$ cat src/rtl/assert_macros.svh
// Assertion helpers for the decoder RTL
`ifndef ASSERT_MACROS_SVH
`define ASSERT_MACROS_SVH

// Same-cycle implication, disabled during reset
`define MTSD_ASSERT_NOW(label, clk, rst, ante, cons) \
   label: assert property (@(posedge clk) disable iff (rst) (ante) |-> (cons)) \
      else $error("mtsd assertion failed");

// Next-cycle implication, disabled during reset
`define MTSD_ASSERT_NEXT(label, clk, rst, ante, cons) \
   label: assert property (@(posedge clk) disable iff (rst) (ante) |=> (cons)) \
      else $error("mtsd assertion failed");

`endif

$ cat src/rtl/mtsd_pkg.sv
package mtsd_pkg;

   // event types and codes
   localparam logic [15:0] TYPE_SYN    = 16'd0;
   localparam logic [15:0] TYPE_ABS    = 16'd3;
   localparam logic [15:0] CODE_REPORT = 16'h0000;
   localparam logic [15:0] CODE_SLOT   = 16'h002f;
   localparam logic [15:0] CODE_TRACK  = 16'h0039;
   localparam logic [15:0] CODE_POSX   = 16'h0035;
   localparam logic [15:0] CODE_POSY   = 16'h0036;

   // tracking id that means the finger has lifted
   localparam logic [31:0] TRACK_RELEASE = 32'hffff_ffff;

   // per-slot pending marks
   localparam logic [1:0] PEND_NONE  = 2'd0;
   localparam logic [1:0] PEND_PRESS = 2'd1;
   localparam logic [1:0] PEND_MOVE  = 2'd2;

   // reported touch kinds
   localparam logic [1:0] KIND_PRESS   = 2'd0;
   localparam logic [1:0] KIND_MOVE    = 2'd1;
   localparam logic [1:0] KIND_RELEASE = 2'd2;
   localparam logic [1:0] KIND_UNUSED  = 2'd3;

   // register indexes
   localparam logic CSR_SCREEN_WIDTH  = 1'b0;
   localparam logic CSR_SCREEN_HEIGHT = 1'b1;

   localparam int SIZE_W  = 13;
   localparam int POS_W   = 16;
   localparam int FINGER_W = 3;

   localparam logic [SIZE_W-1:0] WIDTH_RESET  = 13'd800;
   localparam logic [SIZE_W-1:0] HEIGHT_RESET = 13'd480;

   // one decoded event, ev_type in the lowest bits as on the bus
   typedef struct packed {
      logic [31:0] ev_value;
      logic [15:0] ev_code;
      logic [15:0] ev_type;
   } event_type;

   // report produced by the slot logic
   typedef struct packed {
      logic                hit;
      logic [1:0]          kind;
      logic [POS_W-1:0]    pos_x;
      logic [POS_W-1:0]    pos_y;
      logic [FINGER_W-1:0] finger;
   } report_type;

endpackage

$ cat src/rtl/multitouch_slot_event_decoder_core.sv
// Multitouch slot event decoder, one event per transfer on req_, touch reports on rsp_.
// A report passes the input register and then the output register before it is offered on rsp_.
// Throughput: one event per cycle; only a stalled rsp_ holding a report stops req_.
// The slot read, scaling multiply and slot update sit between the input and output registers.
// Reset (synchronous, active high) clears all slots, the current slot and both channels,
// and loads screen width 800 and height 480.
`include "assert_macros.svh"

module multitouch_slot_event_decoder_core #(
   parameter int NUM_SLOTS = 8
) (
   input  logic        clock,
   input  logic        reset,
   // event stream
   input  logic        req_tvalid,
   output logic        req_tready,
   input  logic [63:0] req_tdata,   // ev_type[15:0], ev_code[31:16], ev_value[63:32]
   // report stream
   output logic        rsp_tvalid,
   input  logic        rsp_tready,
   output logic [39:0] rsp_tdata,   // pos_x[15:0], pos_y[31:16], finger_index[34:32], zero pad
   output logic [1:0]  rsp_tuser,   // touch_kind[1:0]
   // register writes
   input  logic        csr_valid,
   output logic        csr_ready,
   input  logic        csr_index,
   input  logic [12:0] csr_data
);

   logic                         in_valid_ff;
   mtsd_pkg::event_type          in_evt_ff;
   logic                         rsp_valid_ff;
   mtsd_pkg::report_type         rsp_ff;
   logic [mtsd_pkg::SIZE_W-1:0]  width_ff, height_ff;
   mtsd_pkg::report_type         report;
   logic                         advance;

   // an event moves on unless it has a report and the output is blocked
   assign advance    = in_valid_ff && (!report.hit || !rsp_valid_ff || rsp_tready);
   assign req_tready = !in_valid_ff || advance;
   assign csr_ready  = 1'b1;

   // configuration registers
   always_ff @(posedge clock) begin
      if (reset) begin
         width_ff  <= mtsd_pkg::WIDTH_RESET;
         height_ff <= mtsd_pkg::HEIGHT_RESET;
      end else if (csr_valid) begin
         unique case (csr_index)
            mtsd_pkg::CSR_SCREEN_WIDTH:  width_ff  <= csr_data;
            mtsd_pkg::CSR_SCREEN_HEIGHT: height_ff <= csr_data;
            default: ;
         endcase
      end
   end

   // input register
   always_ff @(posedge clock) begin
      if (reset) begin
         in_valid_ff <= 1'b0;
      end else if (req_tready) begin
         in_valid_ff <= req_tvalid;
      end
   end

   always_ff @(posedge clock) begin
      if (req_tready && req_tvalid) begin
         in_evt_ff <= mtsd_pkg::event_type'(req_tdata);
      end
   end

   mtsd_slot_state #(
      .NUM_SLOTS (NUM_SLOTS)
   ) u_slot_state (
      .clock  (clock),
      .reset  (reset),
      .update (advance),
      .evt    (in_evt_ff),
      .x_size (width_ff),
      .y_size (height_ff),
      .report (report)
   );

   // output register
   always_ff @(posedge clock) begin
      if (reset) begin
         rsp_valid_ff <= 1'b0;
      end else if (advance && report.hit) begin
         rsp_valid_ff <= 1'b1;
      end else if (rsp_tready) begin
         rsp_valid_ff <= 1'b0;
      end
   end

   always_ff @(posedge clock) begin
      if (advance && report.hit) begin
         rsp_ff <= report;
      end
   end

   assign rsp_tvalid = rsp_valid_ff;
   assign rsp_tuser  = rsp_ff.kind;
   assign rsp_tdata  = {5'b00000, rsp_ff.finger, rsp_ff.pos_y, rsp_ff.pos_x};

   // checks
   `MTSD_ASSERT_NEXT(a_report_lands, clock, reset, advance && report.hit, rsp_valid_ff)
   `MTSD_ASSERT_NOW(a_stall_needs_item, clock, reset, !req_tready, in_valid_ff && report.hit)
   `MTSD_ASSERT_NOW(a_kind_defined, clock, reset, rsp_valid_ff,
                    rsp_ff.kind != mtsd_pkg::KIND_UNUSED)

endmodule

$ cat src/rtl/mtsd_scale.sv
// Raw position times screen size, divided by 4096, clamped to 0..65535
module mtsd_scale (
   input  logic [31:0]                value,
   input  logic [mtsd_pkg::SIZE_W-1:0] size,
   output logic [mtsd_pkg::POS_W-1:0]  scaled
);

   localparam int PROD_W = 32 + mtsd_pkg::SIZE_W + 1;

   logic signed [PROD_W-1:0] prod;
   logic        [PROD_W-13:0] quot;

   // signed value by unsigned size
   assign prod = PROD_W'($signed(value)) * PROD_W'($signed({1'b0, size}));
   assign quot = prod[PROD_W-1:12];

   // negative gives zero, overflow saturates
   always_comb begin
      if (prod[PROD_W-1]) begin
         scaled = '0;
      end else if (|quot[PROD_W-13:mtsd_pkg::POS_W]) begin
         scaled = '1;
      end else begin
         scaled = quot[mtsd_pkg::POS_W-1:0];
      end
   end

endmodule

$ cat src/rtl/mtsd_slot_state.sv
// Per-slot coordinates and pending marks, current slot, and report logic
module mtsd_slot_state #(
   parameter int NUM_SLOTS = 8
) (
   input  logic                         clock,
   input  logic                         reset,
   input  logic                         update,
   input  mtsd_pkg::event_type          evt,
   input  logic [mtsd_pkg::SIZE_W-1:0]  x_size,
   input  logic [mtsd_pkg::SIZE_W-1:0]  y_size,
   output mtsd_pkg::report_type         report
);

   localparam int IDX_W = (NUM_SLOTS > 1) ? $clog2(NUM_SLOTS) : 1;

   logic [IDX_W-1:0]              cur_ff, cur_in;
   logic [mtsd_pkg::POS_W-1:0]    slot_x_ff [NUM_SLOTS];
   logic [mtsd_pkg::POS_W-1:0]    slot_y_ff [NUM_SLOTS];
   logic [1:0]                    slot_pend_ff [NUM_SLOTS];

   logic                          is_abs, is_syn;
   logic                          slot_ok;
   logic [1:0]                    pend_cur;
   logic [mtsd_pkg::SIZE_W-1:0]   size_sel;
   logic [mtsd_pkg::POS_W-1:0]    scaled;
   logic                          x_we, y_we, pend_we, cur_we, flush;
   logic [1:0]                    pend_in;
   logic [IDX_W+2:0]              cur_ext;

   assign is_abs   = (evt.ev_type == mtsd_pkg::TYPE_ABS);
   assign is_syn   = (evt.ev_type == mtsd_pkg::TYPE_SYN);
   assign slot_ok  = !evt.ev_value[31] && (evt.ev_value < 32'(NUM_SLOTS));
   assign pend_cur = slot_pend_ff[cur_ff];
   assign cur_ext  = {3'b000, cur_ff};

   // one multiplier shared by both axes
   assign size_sel = (evt.ev_code == mtsd_pkg::CODE_POSX) ? x_size : y_size;

   mtsd_scale u_scale (
      .value  (evt.ev_value),
      .size   (size_sel),
      .scaled (scaled)
   );

   // decode the event into slot updates and a report
   always_comb begin
      x_we    = 1'b0;
      y_we    = 1'b0;
      pend_we = 1'b0;
      pend_in = mtsd_pkg::PEND_NONE;
      cur_we  = 1'b0;
      cur_in  = evt.ev_value[IDX_W-1:0];
      flush   = 1'b0;
      report.hit    = 1'b0;
      report.kind   = mtsd_pkg::KIND_MOVE;
      report.pos_x  = slot_x_ff[cur_ff];
      report.pos_y  = slot_y_ff[cur_ff];
      report.finger = cur_ext[mtsd_pkg::FINGER_W-1:0];
      if (is_abs) begin
         unique case (evt.ev_code)
            mtsd_pkg::CODE_SLOT: begin
               if (slot_ok) begin
                  cur_we = 1'b1;
                  flush  = 1'b1;
               end
            end
            mtsd_pkg::CODE_TRACK: begin
               pend_we = 1'b1;
               if (evt.ev_value == mtsd_pkg::TRACK_RELEASE) begin
                  pend_in     = mtsd_pkg::PEND_NONE;
                  report.hit  = 1'b1;
                  report.kind = mtsd_pkg::KIND_RELEASE;
               end else begin
                  pend_in = mtsd_pkg::PEND_PRESS;
               end
            end
            mtsd_pkg::CODE_POSX, mtsd_pkg::CODE_POSY: begin
               x_we    = (evt.ev_code == mtsd_pkg::CODE_POSX);
               y_we    = (evt.ev_code == mtsd_pkg::CODE_POSY);
               pend_we = 1'b1;
               pend_in = (pend_cur == mtsd_pkg::PEND_PRESS) ? mtsd_pkg::PEND_PRESS
                                                            : mtsd_pkg::PEND_MOVE;
            end
            default: ;
         endcase
      end else if (is_syn && evt.ev_code == mtsd_pkg::CODE_REPORT) begin
         flush = 1'b1;
      end
      // flush reports and clears whatever is pending on the old slot
      if (flush && pend_cur != mtsd_pkg::PEND_NONE) begin
         report.hit  = 1'b1;
         report.kind = (pend_cur == mtsd_pkg::PEND_PRESS) ? mtsd_pkg::KIND_PRESS
                                                          : mtsd_pkg::KIND_MOVE;
         pend_we     = 1'b1;
         pend_in     = mtsd_pkg::PEND_NONE;
      end
   end

   // slot store
   always_ff @(posedge clock) begin
      if (reset) begin
         cur_ff <= '0;
         for (int i = 0; i < NUM_SLOTS; i++) begin
            slot_x_ff[i]    <= '0;
            slot_y_ff[i]    <= '0;
            slot_pend_ff[i] <= mtsd_pkg::PEND_NONE;
         end
      end else if (update) begin
         if (cur_we)  cur_ff                <= cur_in;
         if (x_we)    slot_x_ff[cur_ff]     <= scaled;
         if (y_we)    slot_y_ff[cur_ff]     <= scaled;
         if (pend_we) slot_pend_ff[cur_ff]  <= pend_in;
      end
   end

endmodule

$ cat config.mk
export PLATFORM = sky130hd
export DESIGN_NAME = multitouch_slot_event_decoder_core
export DESIGN_NICKNAME = d
export VERILOG_FILES = /design/src/rtl/mtsd_pkg.sv /design/src/rtl/multitouch_slot_event_decoder_core.sv /design/src/rtl/mtsd_scale.sv /design/src/rtl/mtsd_slot_state.sv
export VERILOG_INCLUDE_DIRS = /design/src /design/src/rtl
export SDC_FILE = /design/constraint.sdc
export NUM_CORES = 2
export LEC_CHECK = 0
export CAP_MARGIN = 20
export CORE_UTILIZATION = 30
export DETAILED_ROUTE_END_ITERATION = 12
export DONT_BUFFER_PORTS = 1
export GPL_ROUTABILITY_DRIVEN = 1
export PLACE_DENSITY_LB_ADDON = 0.2
export REMOVE_ABC_BUFFERS = 1
export SKIP_CTS_REPAIR_TIMING = 1
export SLEW_MARGIN = 30
export SYNTH_ARGS = -nofsm -noshare
export SYNTH_HDL_FRONTEND = slang
export SYNTH_SLANG_ARGS = --single-unit
$ cat constraint.sdc
create_clock -name clock -period 28.1 [get_ports clock]
set_clock_uncertainty 0.15 [all_clocks]
set_input_delay 1.405 -clock clock [delete_from_list [all_inputs] [get_ports clock]]
set_output_delay 1.405 -clock clock [all_outputs]
set_load 0.05 [all_outputs]
# == After elaboration in Yosys (flattened, before gate mapping) ==
# Memory sizes are Yosys's and may differ from the RTL's. A register that Yosys moved wholly into a read port is not among the register bits.
# Cells that the tools add are included.
# classes
n_lt_le_gt_ge,1
reduce_logical,26
bitwise,1
muxes,52
multipliers,1
n_eq_ne,7
# ops
cell,count
"16-bit by 6-bit equality test with 1-bit output, second input constant",4
16-bit two-way mux,4
32-bit by 14-bit multiplier with 46-bit output,1
1-bit two-way mux,33
"32-bit equality test, second input constant",1
16-bit logical NOT,2
"32-bit by 4-bit < comparator with 1-bit output, second input constant",1
16-bit OR reduction,2
3-bit two-way mux,9
18-bit OR reduction,1
"16-bit by 2-bit equality test with 1-bit output, second input constant",1
13-bit two-way mux,1
2-bit two-way mux,4
1-bit logical AND,6
2-bit AND reduction,3
1-bit logical NOT,4
2-bit one-hot mux with 2 select lines,1
2-bit nonzero test,2
2-bit OR reduction,2
1-bit logical OR,3
3-bit OR reduction,1
"2-bit by 1-bit equality test with 1-bit output, second input constant",1
1-bit NOT,1
# word_totals
mem_bits_rw,272
output_inout_bits,45
memories,3
inputBits,83
ff_bits,100
# mem_list
memory,depth,word_bits,rd,rd_ports_with_merged_regs,wr,line,rtl
u_slot_state.slot_x_ff,8,16,1,1,8,mtsd_slot_state.sv:17,logic [mtsd_pkg::POS_W-1:0] slot_x_ff [NUM_SLOTS];
u_slot_state.slot_y_ff,8,16,1,1,8,mtsd_slot_state.sv:18,logic [mtsd_pkg::POS_W-1:0] slot_y_ff [NUM_SLOTS];
u_slot_state.slot_pend_ff,8,2,1,1,8,mtsd_slot_state.sv:19,logic [1:0] slot_pend_ff [NUM_SLOTS];

# == Depth between registers and ports, before layout ==
# logic_depth
depth_word,16
mapped_depth,33
mapped_depth_nobuf,26

# == Modules after synthesis ==
# A second synthesis with hierarchy kept.
# unflattened
cells_unflattened,2820
hier_area_um2,32391.1
# modules_own_cells
mod,n_inst,cells_each,area_per_inst_um2,seq_area_each_um2
mtsd_scale,1,1680,14905.5,0.0
mtsd_slot_state,1,904,13384.1,8287.9
multitouch_slot_event_decoder_core,1,236,4101.4,3593.4

# == Least setup slack after synthesis ==
# No wires, ideal clock.
# synth_path
kind,register -> register
start,register in_evt_ff[27] (netlist name)
end,"memory u_slot_state.slot_x_ff[1][0] (netlist name), data pin"
arrival_ps,8759
slack_ps,18920
t_required_ps,27680
n_path_buf,5
path_stages_with_launch,30
path_cell_list,edfxtp_1 -> or4_4 -> nor4_4 -> clkbuf_1 -> mux2i_1 -> clkbuf_1 -> nor2b_1 -> fa_1 -> inv_1 -> fa_1 -> inv_1 -> fa_1 -> fa_1 -> fa_1 -> inv_1 -> fa_1 -> inv_1 -> ha_1 -> clkbuf_1 -> a21oi_1 -> o21ai_0 -> a32oi_1 -> a211oi_1 -> or4b_2 -> nand3_1 -> o2111ai_4 -> buf_6 -> nor4_4 -> buf_2 -> a21oi_1
# synth_lines
element,line,rtl
"start, declared",multitouch_slot_event_decoder_core.sv:31,mtsd_pkg::event_type in_evt_ff;
"start signal, assigned",multitouch_slot_event_decoder_core.sv:68,in_evt_ff <= mtsd_pkg::event_type'(req_tdata);
"end, declared",mtsd_slot_state.sv:17,

==> impl_metrics.csv <==
group,metric,value,unit
outcome,outcome,"completed",
synthesis,synthMuxAreaShare,1.16,%
synthesis,async_flop_share,0,%
clock_tree,cts_tree,"built",
critical_path,r2r-end,"u_slot_state.slot_x_ff[4][14]$_SDFFCE_PN0P_",
sta,fmax,90.7,MHz
placed_design,gp_congestion,0.896,
synthesis,yosys-top-cells-area,"edfxtp_1 35%, fa_1 23%, a21oi_1 5.2%",
route,totalWireLength,96.3,mm
synthesis,yosys.area.top_type,"edfxtp_1",
synthesis,syn-instance-count,3032,
critical_path,cp_slowest_cell,"buf_4",
sta,finalMaxSlewViolations,0,
die,start_util,30.2,%
critical_path,cp_data_required_time,28260,ps
final_layout,drive_gt1_share,7.01,%
synthesis,synth_compound_area_share,12.3,%
critical_path,worstReg2RegStart,"in_evt_ff[27]$_DFFE_PP_",
final_layout,multi_input_area,18300,um2
final_layout,num_antenna_cells,0,
sta,finalCritPeriodShare,39.2,%
synthesis,yosys_most_used_dff,"edfxtp_1",
route,top_layer,"met5",
route,wl_met2,47.5,mm
pwr,p_per_area,127,nW/um2
synthesis,synth_area,32400,um2
critical_path,path_max_fanout,96,
clock_tree,path_clk_slew,60,ps
min_path,hp-class,"flip-flop to flip-flop",
sta,rsz0062_at_grt,"false",
pwr,power_frac_clock,13.4,%
critical_path,r2r_slack,17070,ps
pwr,ir_worst_vdd,0.133,mV
final_layout,fin_nets,3482,
pwr,p_seq_share,16.1,%
synthesis,ys_seq_area_share,36.7,%
grt,antenna_found_initial,4,
clock_tree,clk_latency,650,ps
die,boundaryPins,128,
flow_run,max-cap-violations,0,
critical_path,ff2ff_path_depth,26,
synthesis,synth_fa_ha_area_share,27.3,%
critical_path,cp-start-kind,"flip-flop",
synthesis,ys_types,77,
die,die_h,331,um
sta,tns,0,ps
route,ant_nets,0,
synthesis,yosys_register_bits,407,
min_path,min_from,"width_ff[10]$_SDFFE_PP0P_",
clock_tree,cts.root.buffer_cell,"clkbuf_16",
grt,grt_pass1_vias,23300,
route,viasPerCell,5.13,
die,die_area,109000,um2
die,die_x,331,um
pwr,p_switching,2.36,mW
pwr,power.total,4.47,mW
grt,groute.usage.overall,18.0,%
critical_path,critPathArrivalTime,11190,ps
sta,hold_violations,0,
pwr,power.leakage,13.9,nW
pwr,p_comb_share,70.5,%
synthesis,yosys.area_share.simple,14.3,%
synthesis,synth_area_per_cell,10.7,um2
critical_path,crit_type,"flip-flop to flip-flop",
route,dr.pass1.iters,5,
route,drtIter0Drc,1512,
critical_path,cp_common_cell,"fa_1",
pwr,p_int,2.11,mW
synthesis,synth_top_area_share,34.6,%
die,rows,120,
critical_path,endpoint_kind,"flip-flop",
final_layout,nFillCells,10900,
min_path,min_to,"width_ff[10]$_SDFFE_PP0P_",
grt,grt_pass1_wl,149,mm
min_path,hold_depth,2,
clock_tree,clock_sinks,407,
die,core_area,107000,um2
critical_path,cpPeakStageDelay,920,ps
synthesis,yosys_warnings,0,
clock_tree,cts_buffer_depth,3,
sta,worst_slew_pin_slew,1010,ps
synthesis,synth_common_cells,"382 x inv_1, 377 x fa_1, 373 x edfxtp_1",
route,vias,22300,
synthesis,synthXorXnorAreaFrac,0.862,%
route,drc,0,
clock_tree,htreeDepth,2,
route,wl_per_cell,22.1,um
pwr,swShare,52.8,%
placed_design,hpwlAfterDp,66.2,mm
sta,setup_viol,0,
synthesis,synth_edf_count,373,
route,dr_wl_met3,4.24,mm
grt,grt_start_max_net_pins,97,
sta,slew_headroom,32.6,%
clock_tree,cts_inserted_buffers,48,
sta,fin_crit,11030,ps
synthesis,synth_top_family_by_area,"adder cells",
route,met1Wirelength,42.7,mm
placed_design,io_buffers,0,
synthesis,yosys.cell_count.top_type,"inv_1",
final_layout,syn_to_final_growth,8.98,%
grt,overflow,0,
final_layout,register_area,11900,um2
per-stage QoR:
step / hold slack [ps] / utilization, % / area [um2] / worst slack, ps / std cells
4_1_cts: 299 / 32.9 / 35200 / 17080 / 4354
2_1_floorplan: 277 / - / 31500 / 9020 / 2823
3_5_place_dp: 291 / 31.5 / 33700 / 17150 / 4267
6_report: 302 / 33.0 / 35300 / 17070 / 4358
5_1_grt: 320 / 33.0 / 35300 / 16470 / 4358
3_3_place_gp: 286 / 31.4 / 33600 / 17130 / 4257
worst max-delay path: cells and delay by family (launching register included):
kind                     cells  cell delay, ps
flip-flops                   1             350
adder cells (fa/ha/maj)      7            3560
AND/OR/NAND/NOR              8            2610
AO/OA/AOI/OAI                4             920
multiplexers                 1             720
buffers and inverters        6            2240
layer usage:
metal	vias to the layer above	global-route usage (%)
met5	-	0
met4	2	3.98
met3	103	2.40
met2	516	30.6
met1	11600	24.3
li1	10100	-
worst max path at each step:
stage	startpoint	end	slack, ps	cells after the start
floorplan	in_evt_ff[27]$_DFFE_PP_	u_slot_state.slot_x_ff[0][0]$_SDFFCE_PN0P_	9020	24
global placement	in_evt_ff[27]$_DFFE_PP_	u_slot_state.slot_y_ff[5][4]$_SDFFCE_PN0P_	17130	26
detailed placement	in_evt_ff[27]$_DFFE_PP_	u_slot_state.slot_x_ff[1][7]$_SDFFCE_PN0P_	17150	26
CTS	in_evt_ff[27]$_DFFE_PP_	u_slot_state.slot_x_ff[4][14]$_SDFFCE_PN0P_	17080	26
global route	in_evt_ff[27]$_DFFE_PP_	u_slot_state.slot_x_ff[1][7]$_SDFFCE_PN0P_	16470	26
finish	in_evt_ff[27]$_DFFE_PP_	u_slot_state.slot_x_ff[4][14]$_SDFFCE_PN0P_	17070	26
layout by cell type (no fill, tap or decap), types with 13 or more instances in the layout:
| cell | synthesis | layout |
|---|---|---|
| o21a_1 | 15 | 15 |
| clkbuf_1 | 150 | 13 |
| edfxtp_1 | 373 | 373 |
| nand2_1 | 281 | 281 |
| nand2b_1 | 17 | 17 |
| nor2_1 | 61 | 59 |
| clkbuf_16 | 0 | 48 |
| buf_4 | 7 | 37 |
| xnor2_1 | 17 | 17 |
| dfxtp_1 | 34 | 34 |
| mux2_2 | 13 | 13 |
| a21oi_1 | 338 | 338 |
| nor4_4 | 13 | 14 |
| ha_1 | 104 | 104 |
| fa_1 | 377 | 377 |
| o21ai_0 | 45 | 45 |
| xor2_1 | 13 | 13 |
| nand4_1 | 61 | 61 |
| a21o_1 | 35 | 26 |
| nor3_1 | 26 | 25 |
| inv_1 | 382 | 382 |
| and2_1 | 100 | 97 |
| nand3_1 | 23 | 21 |
| a22oi_1 | 131 | 131 |
| nor4_1 | 23 | 21 |
| nor2b_1 | 155 | 153 |
registers in the layout (all words and copies together), names as in the netlist, named ones only:
| register | cells |
|---|---|
| u_slot_state.slot_x_ff | 128 |
| u_slot_state.slot_y_ff | 128 |
| in_evt_ff | 64 |
| rsp_tdata | 35 |
| u_slot_state.slot_pend_ff | 16 |
| height_ff | 13 |
| width_ff | 13 |
| u_slot_state.cur_ff | 3 |
| rsp_tuser | 2 |
| in_valid_ff | 1 |
| rsp_tvalid | 1 |
power groups by stage:
stage          Combinational, mW  Clock, mW  Sequential, mW
6_report                    3.15      0.597           0.721
3_3_place_gp                3.06          0           0.734
5_1_grt                     3.51      0.632           0.725
2_1_floorplan               2.24          0           0.716
4_1_cts                     3.11      0.612           0.722
3_5_place_dp                3.08          0           0.734
layout make-up:
type / instances / share of cell area (%)
flip-flops and latches: 407 / 33.7
repair buffers: 45 / 1.10
inverters: 382 / 4.06
clock buffers: 61 / 3.54
well taps: 1403 / 4.98
clock inverters: 26 / 0.670
multi-input cells: 2034 / 52.0
kinds of logic (layout without fill, tap and decap cells):
logic type                 Yosys count  after routing
and+or+nand+nor                    833            833
buffers and inverters              595            514
xor gates and xnor gates            31             31
other                                2              6
adders and majority gates          481            481
DFF                                407            407
muxes                               31             31
AOI/OAI and AO/OA                  652            652
No activity file was read; power rests on OpenSTA's default activity.
